===== config.mk =====
export PLATFORM = sky130hd
export DESIGN_NAME = motor_speed_pid_flat
export DESIGN_NICKNAME = d
export VERILOG_FILES = /design/src/rtl/msp_pkg.sv /design/src/rtl/msp_if.sv /design/src/rtl/motor_speed_pid.sv /design/src/flat_wrapper.sv
export SDC_FILE = /design/constraint.sdc
export NUM_CORES = 2
export LEC_CHECK = 0
export ABC_AREA = 1
export BUFFER_PORTS_ARGS = -buffer_cell sky130_fd_sc_hd__buf_2
export CAP_MARGIN = 20
export CORE_UTILIZATION = 45
export DETAILED_ROUTE_END_ITERATION = 12
export HOLD_SLACK_MARGIN = 0.05
export PLACE_DENSITY = 0.65
export SLEW_MARGIN = 20
export SYNTH_ARGS = -nofsm -noshare
export SYNTH_HDL_FRONTEND = slang
export SYNTH_SLANG_ARGS = --single-unit

===== constraint.sdc =====
create_clock -name clk -period 23.9 [get_ports clk]
set_clock_uncertainty 0.05 [all_clocks]
set_input_delay 4.78 -clock clk [delete_from_list [all_inputs] [get_ports clk]]
set_output_delay 4.78 -clock clk [all_outputs]
set_load 0.02 [all_outputs]

===== src/rtl/msp_pkg.sv =====
// Package for the motor speed PID block: field widths, register indexes,
// reset values and fixed thresholds. No dependencies.
package msp_pkg;

  localparam int SPEED_W        = 16;
  localparam int GAIN_W         = 16;
  localparam int DUTY_W         = 16;
  localparam int CFG_DATA_W     = 16;
  localparam int CFG_IDX_W      = 3;
  localparam int ERR_W          = 18;
  localparam int SUM_W          = 32;
  localparam int GAIN_FRAC_BITS = 8;

  localparam logic [SPEED_W:0]  SLOW_SPEED    = 17'd80;
  localparam logic [DUTY_W-1:0] INCR_I_CUTOFF = 16'd11000;

  localparam logic              MODE_RST        = 1'b1;
  localparam logic [GAIN_W-1:0] KP_RST          = 16'd256;
  localparam logic [GAIN_W-1:0] KI_RST          = 16'd0;
  localparam logic [GAIN_W-1:0] KD_RST          = 16'd0;
  localparam logic [DUTY_W-1:0] OUT_MAX_RST     = 16'd25000;
  localparam logic [DUTY_W-1:0] START_FLOOR_RST = 16'd2600;
  localparam logic [DUTY_W-1:0] INTEG_LIM_RST   = 16'd4000;
  localparam logic [DUTY_W-1:0] SLOW_CAP_RST    = 16'd8000;

  typedef enum logic [CFG_IDX_W-1:0] {
    CFG_MODE        = 3'd0,
    CFG_KP          = 3'd1,
    CFG_KI          = 3'd2,
    CFG_KD          = 3'd3,
    CFG_OUT_MAX     = 3'd4,
    CFG_START_FLOOR = 3'd5,
    CFG_INTEG_LIM   = 3'd6,
    CFG_SLOW_CAP    = 3'd7
  } cfg_idx_t;

  typedef enum logic {
    MODE_INCR = 1'b0,
    MODE_POS  = 1'b1
  } pid_mode_t;

endpackage


===== src/rtl/msp_if.sv =====
// Valid/ready channel interfaces for the motor speed PID block.
// Depends on msp_pkg for field widths.
interface msp_in_if;
  logic                                valid;
  logic                                ready;
  logic signed [msp_pkg::SPEED_W-1:0]  target_speed;
  logic signed [msp_pkg::SPEED_W-1:0]  encoder_count;

  modport source (output valid, output target_speed, output encoder_count, input ready);
  modport sink   (input valid, input target_speed, input encoder_count, output ready);
endinterface

interface msp_out_if;
  logic                          valid;
  logic                          ready;
  logic [msp_pkg::DUTY_W-1:0]    duty;
  logic                          direction;
  logic                          stopped;

  modport source (output valid, output duty, output direction, output stopped, input ready);
  modport sink   (input valid, input duty, input direction, input stopped, output ready);
endinterface


===== src/rtl/motor_speed_pid.sv =====
// Top level of the motor speed PID block: input stage, PID datapath and
// result register. Depends on msp_pkg and the channel interfaces in msp_if.
//
// One motor channel's speed regulator. Each input transaction (signed target
// speed, encoder count for the tick) yields exactly one result transaction
// (duty, direction, stopped). A new transaction is taken every clock cycle
// unless the result register holds a result that is not yet taken; the
// input stage holds the accepted transaction and its result is then loaded
// into the output register, where it stays until it is taken. The
// cycle time is set by the single pass from the input stage through the
// three gain multipliers, the adder and the output clamp back into the
// drive level register, which the next transaction reads. Gains are
// unsigned Q8.8 with floor rounding. Configuration writes must only occur
// while no transaction is in flight.
module motor_speed_pid (
  input  logic                              clk,
  input  logic                              rst_n,
  msp_in_if.sink                            in_chan,
  msp_out_if.source                         out_chan,
  input  logic                              cfg_we,
  input  msp_pkg::cfg_idx_t                 cfg_index,
  input  logic [msp_pkg::CFG_DATA_W-1:0]    cfg_data
);
  import msp_pkg::*;

  // configuration
  pid_mode_t          mode_r;
  logic [GAIN_W-1:0]  kp_r, ki_r, kd_r;
  logic [DUTY_W-1:0]  out_max_r, start_floor_r, integ_lim_r, slow_cap_r;

  // controller state
  logic [DUTY_W-1:0]        drive_r, drive_nxt;
  logic signed [ERR_W-1:0]  integ_r, integ_nxt;
  logic signed [ERR_W-1:0]  e1_r, e1_nxt;
  logic signed [ERR_W-1:0]  e2_r, e2_nxt;

  // input stage
  logic                       stage_valid_r;
  logic signed [SPEED_W-1:0]  tgt_r, enc_r;

  // result register
  logic               out_valid_r;
  logic [DUTY_W-1:0]  duty_r, duty_nxt;
  logic               dir_r, dir_nxt;
  logic               stopped_r, stopped_nxt;

  logic advance;

  // datapath
  logic                      fwd;
  logic [SPEED_W:0]          t_mag;
  logic signed [SPEED_W:0]   meas;
  logic signed [ERR_W-1:0]   e0;
  logic signed [ERR_W:0]     d1;
  logic signed [ERR_W+1:0]   d2;
  logic [DUTY_W-1:0]         lvl_floor, lvl_base;
  logic signed [ERR_W:0]     kp_op;
  logic signed [ERR_W+1:0]   kd_op;
  logic signed [GAIN_W+ERR_W+1:0] kp_prod;
  logic signed [GAIN_W+ERR_W:0]   ki_prod;
  logic signed [GAIN_W+ERR_W+2:0] kd_prod;
  logic signed [SUM_W-1:0]   kp_term, ki_term, kd_term;
  logic signed [SUM_W-1:0]   integ_pre, integ_lim, integ_clamped;
  logic signed [SUM_W-1:0]   lvl_new;

  assign advance       = stage_valid_r && (!out_valid_r || out_chan.ready);
  assign in_chan.ready = !stage_valid_r || advance;

  assign out_chan.valid     = out_valid_r;
  assign out_chan.duty      = duty_r;
  assign out_chan.direction = dir_r;
  assign out_chan.stopped   = stopped_r;

  always_ff @(posedge clk) begin
    if (!rst_n) begin
      mode_r        <= pid_mode_t'(MODE_RST);
      kp_r          <= KP_RST;
      ki_r          <= KI_RST;
      kd_r          <= KD_RST;
      out_max_r     <= OUT_MAX_RST;
      start_floor_r <= START_FLOOR_RST;
      integ_lim_r   <= INTEG_LIM_RST;
      slow_cap_r    <= SLOW_CAP_RST;
    end else if (cfg_we) begin
      unique case (cfg_index)
        CFG_MODE:        mode_r        <= pid_mode_t'(cfg_data[0]);
        CFG_KP:          kp_r          <= cfg_data;
        CFG_KI:          ki_r          <= cfg_data;
        CFG_KD:          kd_r          <= cfg_data;
        CFG_OUT_MAX:     out_max_r     <= cfg_data;
        CFG_START_FLOOR: start_floor_r <= cfg_data;
        CFG_INTEG_LIM:   integ_lim_r   <= cfg_data;
        CFG_SLOW_CAP:    slow_cap_r    <= cfg_data;
        default: ;
      endcase
    end
  end

  always_ff @(posedge clk) begin
    if (!rst_n) begin
      stage_valid_r <= 1'b0;
    end else if (in_chan.ready) begin
      stage_valid_r <= in_chan.valid;
    end
  end

  always_ff @(posedge clk) begin
    if (in_chan.valid && in_chan.ready) begin
      tgt_r <= in_chan.target_speed;
      enc_r <= in_chan.encoder_count;
    end
  end

  // direction and magnitude; the most negative target maps to 32768
  always_comb begin
    fwd   = !tgt_r[SPEED_W-1];
    t_mag = fwd ? {1'b0, tgt_r} : ((SPEED_W+1)'(0) - {tgt_r[SPEED_W-1], tgt_r});
    meas  = fwd ? {enc_r[SPEED_W-1], enc_r}
                : -$signed({enc_r[SPEED_W-1], enc_r});
    e0    = $signed({1'b0, t_mag}) - ERR_W'(meas);
    d1    = (ERR_W+1)'(e0) - (ERR_W+1)'(e1_r);
    d2    = (ERR_W+2)'(e0) - ((ERR_W+2)'(e1_r) <<< 1) + (ERR_W+2)'(e2_r);
  end

  always_comb begin
    lvl_floor = (drive_r < start_floor_r) ? start_floor_r : drive_r;
    lvl_base  = (t_mag < SLOW_SPEED && lvl_floor > slow_cap_r) ? slow_cap_r : lvl_floor;
  end

  // one multiplier per gain; the Kp and Kd operands depend on the mode
  always_comb begin
    kp_op   = (mode_r == MODE_POS) ? (ERR_W+1)'(e0) : d1;
    kd_op   = (mode_r == MODE_POS) ? (ERR_W+2)'(d1) : d2;
    kp_prod = $signed({1'b0, kp_r}) * kp_op;
    ki_prod = $signed({1'b0, ki_r}) * e0;
    kd_prod = $signed({1'b0, kd_r}) * kd_op;
    kp_term = SUM_W'(kp_prod >>> GAIN_FRAC_BITS);
    ki_term = SUM_W'(ki_prod >>> GAIN_FRAC_BITS);
    kd_term = SUM_W'(kd_prod >>> GAIN_FRAC_BITS);
  end

  always_comb begin
    integ_lim = $signed({{(SUM_W-DUTY_W){1'b0}}, integ_lim_r});
    integ_pre = SUM_W'(integ_r) + ki_term;
    priority if (integ_pre > integ_lim) begin
      integ_clamped = integ_lim;
    end else if (integ_pre < -integ_lim) begin
      integ_clamped = -integ_lim;
    end else begin
      integ_clamped = integ_pre;
    end

    if (mode_r == MODE_POS) begin
      lvl_new = kp_term + integ_clamped + kd_term;
    end else begin
      lvl_new = $signed({{(SUM_W-DUTY_W){1'b0}}, lvl_base}) + kp_term + kd_term
              + ((lvl_base < INCR_I_CUTOFF) ? ki_term : SUM_W'(0));
    end
  end

  always_comb begin
    drive_nxt   = drive_r;
    integ_nxt   = integ_r;
    e1_nxt      = e1_r;
    e2_nxt      = e2_r;
    duty_nxt    = duty_r;
    dir_nxt     = dir_r;
    stopped_nxt = stopped_r;
    if (t_mag == '0) begin
      drive_nxt   = '0;
      integ_nxt   = '0;
      e1_nxt      = '0;
      e2_nxt      = '0;
      duty_nxt    = '0;
      dir_nxt     = 1'b1;
      stopped_nxt = 1'b1;
    end else begin
      priority if (lvl_new < 0) begin
        drive_nxt = '0;
      end else if (lvl_new > $signed({{(SUM_W-DUTY_W){1'b0}}, out_max_r})) begin
        drive_nxt = out_max_r;
      end else begin
        drive_nxt = lvl_new[DUTY_W-1:0];
      end
      if (mode_r == MODE_POS) begin
        integ_nxt = ERR_W'(integ_clamped);
      end
      e2_nxt      = e1_r;
      e1_nxt      = e0;
      duty_nxt    = drive_nxt;
      dir_nxt     = fwd;
      stopped_nxt = 1'b0;
    end
  end

  always_ff @(posedge clk) begin
    if (!rst_n) begin
      drive_r     <= '0;
      integ_r     <= '0;
      e1_r        <= '0;
      e2_r        <= '0;
      out_valid_r <= 1'b0;
    end else begin
      if (advance) begin
        drive_r     <= drive_nxt;
        integ_r     <= integ_nxt;
        e1_r        <= e1_nxt;
        e2_r        <= e2_nxt;
        out_valid_r <= 1'b1;
      end else if (out_chan.ready) begin
        out_valid_r <= 1'b0;
      end
    end
  end

  always_ff @(posedge clk) begin
    if (advance) begin
      duty_r    <= duty_nxt;
      dir_r     <= dir_nxt;
      stopped_r <= stopped_nxt;
    end
  end

endmodule

===== src/flat_wrapper.sv =====
// flat-port wrapper written by rule: the top's interface ports become plain ports
module motor_speed_pid_flat import msp_pkg::*;
  (clk, rst_n, cfg_we, cfg_index, cfg_data, in_chan_valid, in_chan_target_speed, in_chan_encoder_count, in_chan_ready, out_chan_valid, out_chan_duty, out_chan_direction, out_chan_stopped, out_chan_ready);
  msp_in_if in_chan_i ();
  msp_out_if out_chan_i ();
  input  logic clk;
  input  logic rst_n;
  input  logic cfg_we;
  input  msp_pkg::cfg_idx_t cfg_index;
  input  logic [msp_pkg::CFG_DATA_W-1:0] cfg_data;
  input wire logic [$bits(in_chan_i.valid)-1:0] in_chan_valid;
  input wire logic [$bits(in_chan_i.target_speed)-1:0] in_chan_target_speed;
  input wire logic [$bits(in_chan_i.encoder_count)-1:0] in_chan_encoder_count;
  output wire logic [$bits(in_chan_i.ready)-1:0] in_chan_ready;
  output wire logic [$bits(out_chan_i.valid)-1:0] out_chan_valid;
  output wire logic [$bits(out_chan_i.duty)-1:0] out_chan_duty;
  output wire logic [$bits(out_chan_i.direction)-1:0] out_chan_direction;
  output wire logic [$bits(out_chan_i.stopped)-1:0] out_chan_stopped;
  input wire logic [$bits(out_chan_i.ready)-1:0] out_chan_ready;
  assign in_chan_i.valid = in_chan_valid;
  assign in_chan_i.target_speed = in_chan_target_speed;
  assign in_chan_i.encoder_count = in_chan_encoder_count;
  assign in_chan_ready = in_chan_i.ready;
  assign out_chan_valid = out_chan_i.valid;
  assign out_chan_duty = out_chan_i.duty;
  assign out_chan_direction = out_chan_i.direction;
  assign out_chan_stopped = out_chan_i.stopped;
  assign out_chan_i.ready = out_chan_ready;
  motor_speed_pid u_core (.clk(clk), .rst_n(rst_n), .in_chan(in_chan_i), .out_chan(out_chan_i), .cfg_we(cfg_we), .cfg_index(cfg_index), .cfg_data(cfg_data));
endmodule

* Word level (Yosys, flattened, before mapping)
Index checks and enable logic that the tools add are counted.
** Storage, ports and cells
- Word-level logic and storage cells :: 91
- Bits of input ports :: 56
- Bits in registers :: 235
** Cells by class
- $lt $le $gt $ge :: 8
- Multiplexer cells :: 20
- Add/sub/neg operators :: 13
- $mul :: 3
- Eq/ne operators :: 7
- Reductions and logical operators :: 21
** Operator list (number)
- two-way mux 32 bit :: 4
- two-way mux 16 bit :: 5
- two-way mux 18 bit :: 4
- > comparator 32 x 17 -> 1 bit :: 2
- multiplier 17 x 20 -> 37 bit :: 1
- multiplier 17 x 19 -> 36 bit :: 1
- multiplier 17 x 18 -> 35 bit :: 1
- two-way mux 17 bit :: 2
- adder 28 x 32 -> 32 bit :: 1
- adder 32 x 29 -> 32 bit :: 1
- adder 32 bit :: 1
- < comparator 32 x 1 -> 1 bit (second input constant) :: 1
- < comparator 32 bit :: 1
- negator 16 -> 32 bit :: 1
- adder 29 x 29 -> 30 bit :: 1
- adder 17 x 28 -> 29 bit :: 1
- adder 18 x 27 -> 28 bit :: 1
- adder 20 x 18 -> 20 bit :: 1
- two-way mux 20 bit :: 1
- subtractor 18 x 19 -> 20 bit :: 1
- two-way mux 19 bit :: 1
- subtractor 18 x 18 -> 19 bit :: 1
- AND reduction 2 bit :: 9
- subtractor 18 x 17 -> 18 bit :: 1
- 16 further kinds :: 28

* Longest topological paths before layout
- Word-level depth :: 15
- Mapped depth :: 108
- Gate-level depth less buffers :: 105

* Worst setup path after synthesis
OpenSTA, ideal clock, no wires.
- Path type :: register to register
- From :: register u_core.tgt_r[15]
- To :: register u_core.duty_r[7] (netlist: u_core.out_chan.duty[7]), data pin
- Cell stages (with the launch flop) :: 96
- Slack :: 8793 ps
- Clock period less this slack :: 15107 ps
- Data required time :: 23598 ps
- Data arrival time :: 14805 ps
- Buffers on the path :: 5
- Cells stage by stage :: edfxtp_1 > buf_2 > clkbuf_1 > o21ai_0 > inv_1 > ha_1 > nand3_1 > nand2_1 > nand2_1 > nand2_1 > a21oi_1 > o21ai_0 > nand3_1 > nand2_1 > nand2_1 > nand3_1 > nand2_1 > inv_1 > [... 60 more ...] > a31oi_1 > xor2_1 > a21oi_1 > ha_1 > nand2_1 > inv_1 > nand3_1 > nor3_1 > or3b_2 > nand2_1 > nand3_1 > nor2_1 > nand3_1 > buf_2 > nor2_1 > nor2_2 > nand2_1 > inv_1
** Between the ends
- Word-level cells in the longest chain between the ends :: 15
- Elaborated cells on any way between the ends :: 34
- Those cells by class :: add/sub: 11; mul: 3; order compare: 6; mux: 12; reduce/logical: 2
** RTL lines
- from (decl) :: line motor_speed_pid.sv:39 : logic signed [SPEED_W-1:0] tgt_r, enc_r;
- from (signal assigned) :: line motor_speed_pid.sv:109 : tgt_r <= in_chan.target_speed;
- subtractor 1 x 16 -> 17 bit :: line motor_speed_pid.sv:117 : t_mag = fwd ? {1'b0, tgt_r} : ((SPEED_W+1)'(0) - {tgt_r[SPEED_W-1], tgt_r});
- two-way mux 17 bit :: line motor_speed_pid.sv:117
- subtractor 18 x 17 -> 18 bit :: line motor_speed_pid.sv:120 : e0 = $signed({1'b0, t_mag}) - ERR_W'(meas);
- multiplier 17 x 18 -> 35 bit :: line motor_speed_pid.sv:135 : ki_prod = $signed({1'b0, ki_r}) * e0;
- adder 18 x 27 -> 28 bit :: line motor_speed_pid.sv:144 : integ_pre = SUM_W'(integ_r) + ki_term;
- < comparator 32 bit :: line motor_speed_pid.sv:147 : end else if (integ_pre < -integ_lim) begin
- two-way mux 32 bit :: line motor_speed_pid.sv:147
- two-way mux 32 bit :: line motor_speed_pid.sv:145 : priority if (integ_pre > integ_lim) begin
- adder 28 x 32 -> 32 bit :: line motor_speed_pid.sv:154 : lvl_new = kp_term + integ_clamped + kd_term;
- adder 32 x 29 -> 32 bit :: line motor_speed_pid.sv:154
- two-way mux 32 bit :: line motor_speed_pid.sv:153 : if (mode_r == MODE_POS) begin
- > comparator 32 x 17 -> 1 bit :: line motor_speed_pid.sv:180 : end else if (lvl_new > $signed({{(SUM_W-DUTY_W){1'b0}}, out_max_r})) begin
- two-way mux 16 bit :: line motor_speed_pid.sv:180
- two-way mux 16 bit :: line motor_speed_pid.sv:178 : priority if (lvl_new < 0) begin
- two-way mux 16 bit *
- named net u_core.drive_nxt[7] :: line motor_speed_pid.sv:32 : logic [DUTY_W-1:0] drive_r, drive_nxt;
- to (signal assigned) :: line motor_speed_pid.sv:218 : duty_r <= duty_nxt;
- to (decl) :: line motor_speed_pid.sv:43 : logic [DUTY_W-1:0] duty_r, duty_nxt;
The timed path passes the listed nets; every way through them passes the cells marked *.
A chain may end at the register's enable or synchronous reset.

* Final worst setup path
- From :: register u_core.tgt_r[15]
- To :: register u_core.duty_r[0] (netlist: u_core.out_chan.duty[0]), data pin
Same word-level chain as after synthesis.

==> flow_metrics.tcl <==
set metrics [dict create \
    rsz0062_at_grt "false" \
    r2r_start "u_core.tgt_r[15]" \
    slew_viol_final 0 \
    hold_viol 0 \
    die-area_sq_mm 0.126 \
    drive_above_1_share 0.0440 \
    critPathCaptureType "register" \
    globalplace.congestion 1.05 \
    worstPathRequired_ps 24170 \
    syn_nets 8825 \
    grt_pass1_wl_mm 288 \
    ys_warn_count 0 \
    reg_top3 "u_core.e1_r: 18 flops, u_core.e2_r: 18 flops, u_core.integ_r: 18 flops" \
    crit_buf_inv 16 \
    ff2ff_setup_slack_ps 4870 \
    cts_buffer_depth 3 \
    crit_family "simple AND/OR/NAND/NOR gates" \
    synth_xor_area_frac 0.0396 \
    path_class "reg2reg" \
    timing.rr.end "u_core.out_chan.duty[0]" \
    synth_adder_area_share 0.470 \
    status "finished with violations" \
    synthArstFlopShare 0 \
    path_common_cell "nand2_1" \
    synth-main-ff-cell "dfxtp_1" \
    holdPathStages 2 \
    grt_max_degree 71 \
    fin_crit_ps 19030 \
    netlist_top_cells_area "fa_1, ha_1, inv_1" \
    max-slew-margin-rel 0.129 \
    cts_resized 0 \
    portBuffers 75 \
    hp-start "u_core.e1_r[7]" \
    min_to "u_core.e2_r[7]" \
    grt_pass1_vias 49300 \
    synth_compound_area_frac 0.101 \
    initial_core_util 0.454 \
    cts_setup_buffers 0 \
    cts_buffers 34 \
    synth_area_per_cell_sq_um 7.75 \
    drt_wl_total_mm 185 \
    cpPeakStageDelay_ps 790 \
    cts-root-buf "clkbuf_16" \
    maxCapViolations 0 \
    worstMarginPinSlew_ps 1300 \
    finalCritPeriodShare 0.796 \
    grt_antenna_before_repair 7 \
    core-area_sq_mm 0.124 \
    hp-class "reg2reg" \
    dpl.hpwl_mm 153 \
    clock_sinks 235 \
    max_freq_mhz 52.5 \
    cts_htree_levels 2 \
    clk_pin_slew_ps 60 \
    synth-seq-cells 235 \
    synth_mux_area_frac 0.000534 \
    firstDrtPassIters 11 \
    drt-initial-drc-count 3947 \
    start_kind "register" \
    grt_use_total 0.301 \
    netlist_area_sq_mm 0.0562 \
    vias 47900 \
    syn_to_final_growth_pct 5.58 \
    routed_via_density 5.40 \
    yosysTopAreaCell "fa_1" \
    synth.distinct_cells 70 \
    violations "design-rule violations" \
    tns_ps 0 \
    final_cell_mix "inv_1, nand2_1, fa_1" \
    clock_latency_ps 590 \
    crit_fanout 32 \
    dieWidth_um 355 \
    final_common_cell "inv_1" \
    cts_tree "yes" \
    ios 76 \
    overflow 0 \
    drt-wirelength-per-cell_um 20.9 \
    cp.depth 98 \
    row_count 129 \
    setup_viol 0 \
    synth_top_area_frac 0.349 \
    postRouteAntennaNets 0 \
    drc 20 \
    final_nets 8780 \
    critical_path_arrival_ps 19300 \
    synth-simple-area-share 0.170 \
    netlist_instances 7248 \
    cts_hold_buf 0 \
    slowest_stage "edfxtp_1" \
    synth_edf_count 50 \
    die_h_um 355 \
    ys_seq_area_frac 0.0926 \
    synth_top_family_by_area "adder cells" \
    r2r_cells 98 \
]
area by class of cell:
class	instances	area, sq um
diodes	1	2.50
clock buffers	41	918
clock inverters	20	213
fillers	12200	64500
inverters	1670	6280
multi-input cells	5137	43900
flip-flops and latches	235	5210
well taps	1637	2050
repair buffers	125	753
logic make-up after synthesis:
logic type	Yosys count
AO/OA/AOI/OAI	1036
XOR/XNOR	254
adder cells (fa/ha/maj)	1521
buffers and inverters	1876
flip-flops	235
multiplexers	3
other	1
AND/OR/NAND/NOR	2322
synth_stat cells (5+ instances only):
library cell     n
o21ai_1         46
xor2_1         159
dfxtp_1        185
nand4_1         42
clkinv_1        19
buf_1           19
o21ai_2          7
nor3_1          35
o311ai_0         5
nand2_1       1306
nor2_2          14
o31ai_1          7
o21a_1          12
or2_2           30
inv_1         1630
inv_2           19
o211ai_1        39
o21bai_1        20
edfxtp_1        50
o21ai_0        296
nor3_2           6
nand3_2          6
a21boi_0         6
nor2_1         625
a211oi_1         6
nand2_2         13
o221ai_1         9
nor4_1          14
xnor2_1         95
buf_6            6
nand3b_1         8
a31oi_1         23
clkbuf_1       164
a21oi_1        502
a21o_1          29
a21oi_2         13
ha_1           541
buf_2           16
nand3_1        197
fa_1           980
worst max path at each step:
stage	startpoint	to	slack, ps
2_1_floorplan	u_core.tgt_r[15]	u_core.out_chan.duty[7]	8790
3_3_place_gp	u_core.tgt_r[15]	u_core.out_chan.duty[2]	5010
3_5_place_dp	u_core.tgt_r[15]	u_core.out_chan.duty[2]	4770
4_1_cts	u_core.tgt_r[15]	u_core.out_chan.duty[2]	4700
5_1_grt	u_core.tgt_r[15]	u_core.out_chan.duty[2]	3200
6_report	u_core.tgt_r[15]	u_core.out_chan.duty[0]	4870
metal layers:
metal	global-route usage	part of all wire	vias to the layer above
li1	-	-	22100
met1	0.387	0.40	23500
met2	0.482	0.45	1945
met3	0.0550	0.083	418
met4	0.159	0.063	4
met5	0	0.000086	-
worst register-to-register path, delay by kind of cell, from the launching register on:
family	cells	cell delay [ps]
simple gates	53	7290
compound gates	13	2350
buf+inv	16	2200
fa+ha+maj	13	5460
flops	1	790
xor+xnor	3	670
per-stage QoR:
stage / hold WS, ps / instance area (sq um) / setup slack (ps) / cells / utilization
after global placement: 408 / 58200 / 5010 / 8804 / 0.470
after floorplan: 398 / 56200 / 8790 / 7248 / -
after global routing: 432 / 59300 / 3200 / 8865 / 0.479
after CTS: 423 / 59300 / 4700 / 8865 / 0.479
final: 420 / 59300 / 4870 / 8866 / 0.479
after detailed placement: 415 / 58200 / 4770 / 8804 / 0.470
Power is not shown: default switching activity piles up to over one toggle a cycle in this logic, so the estimate is an artifact.
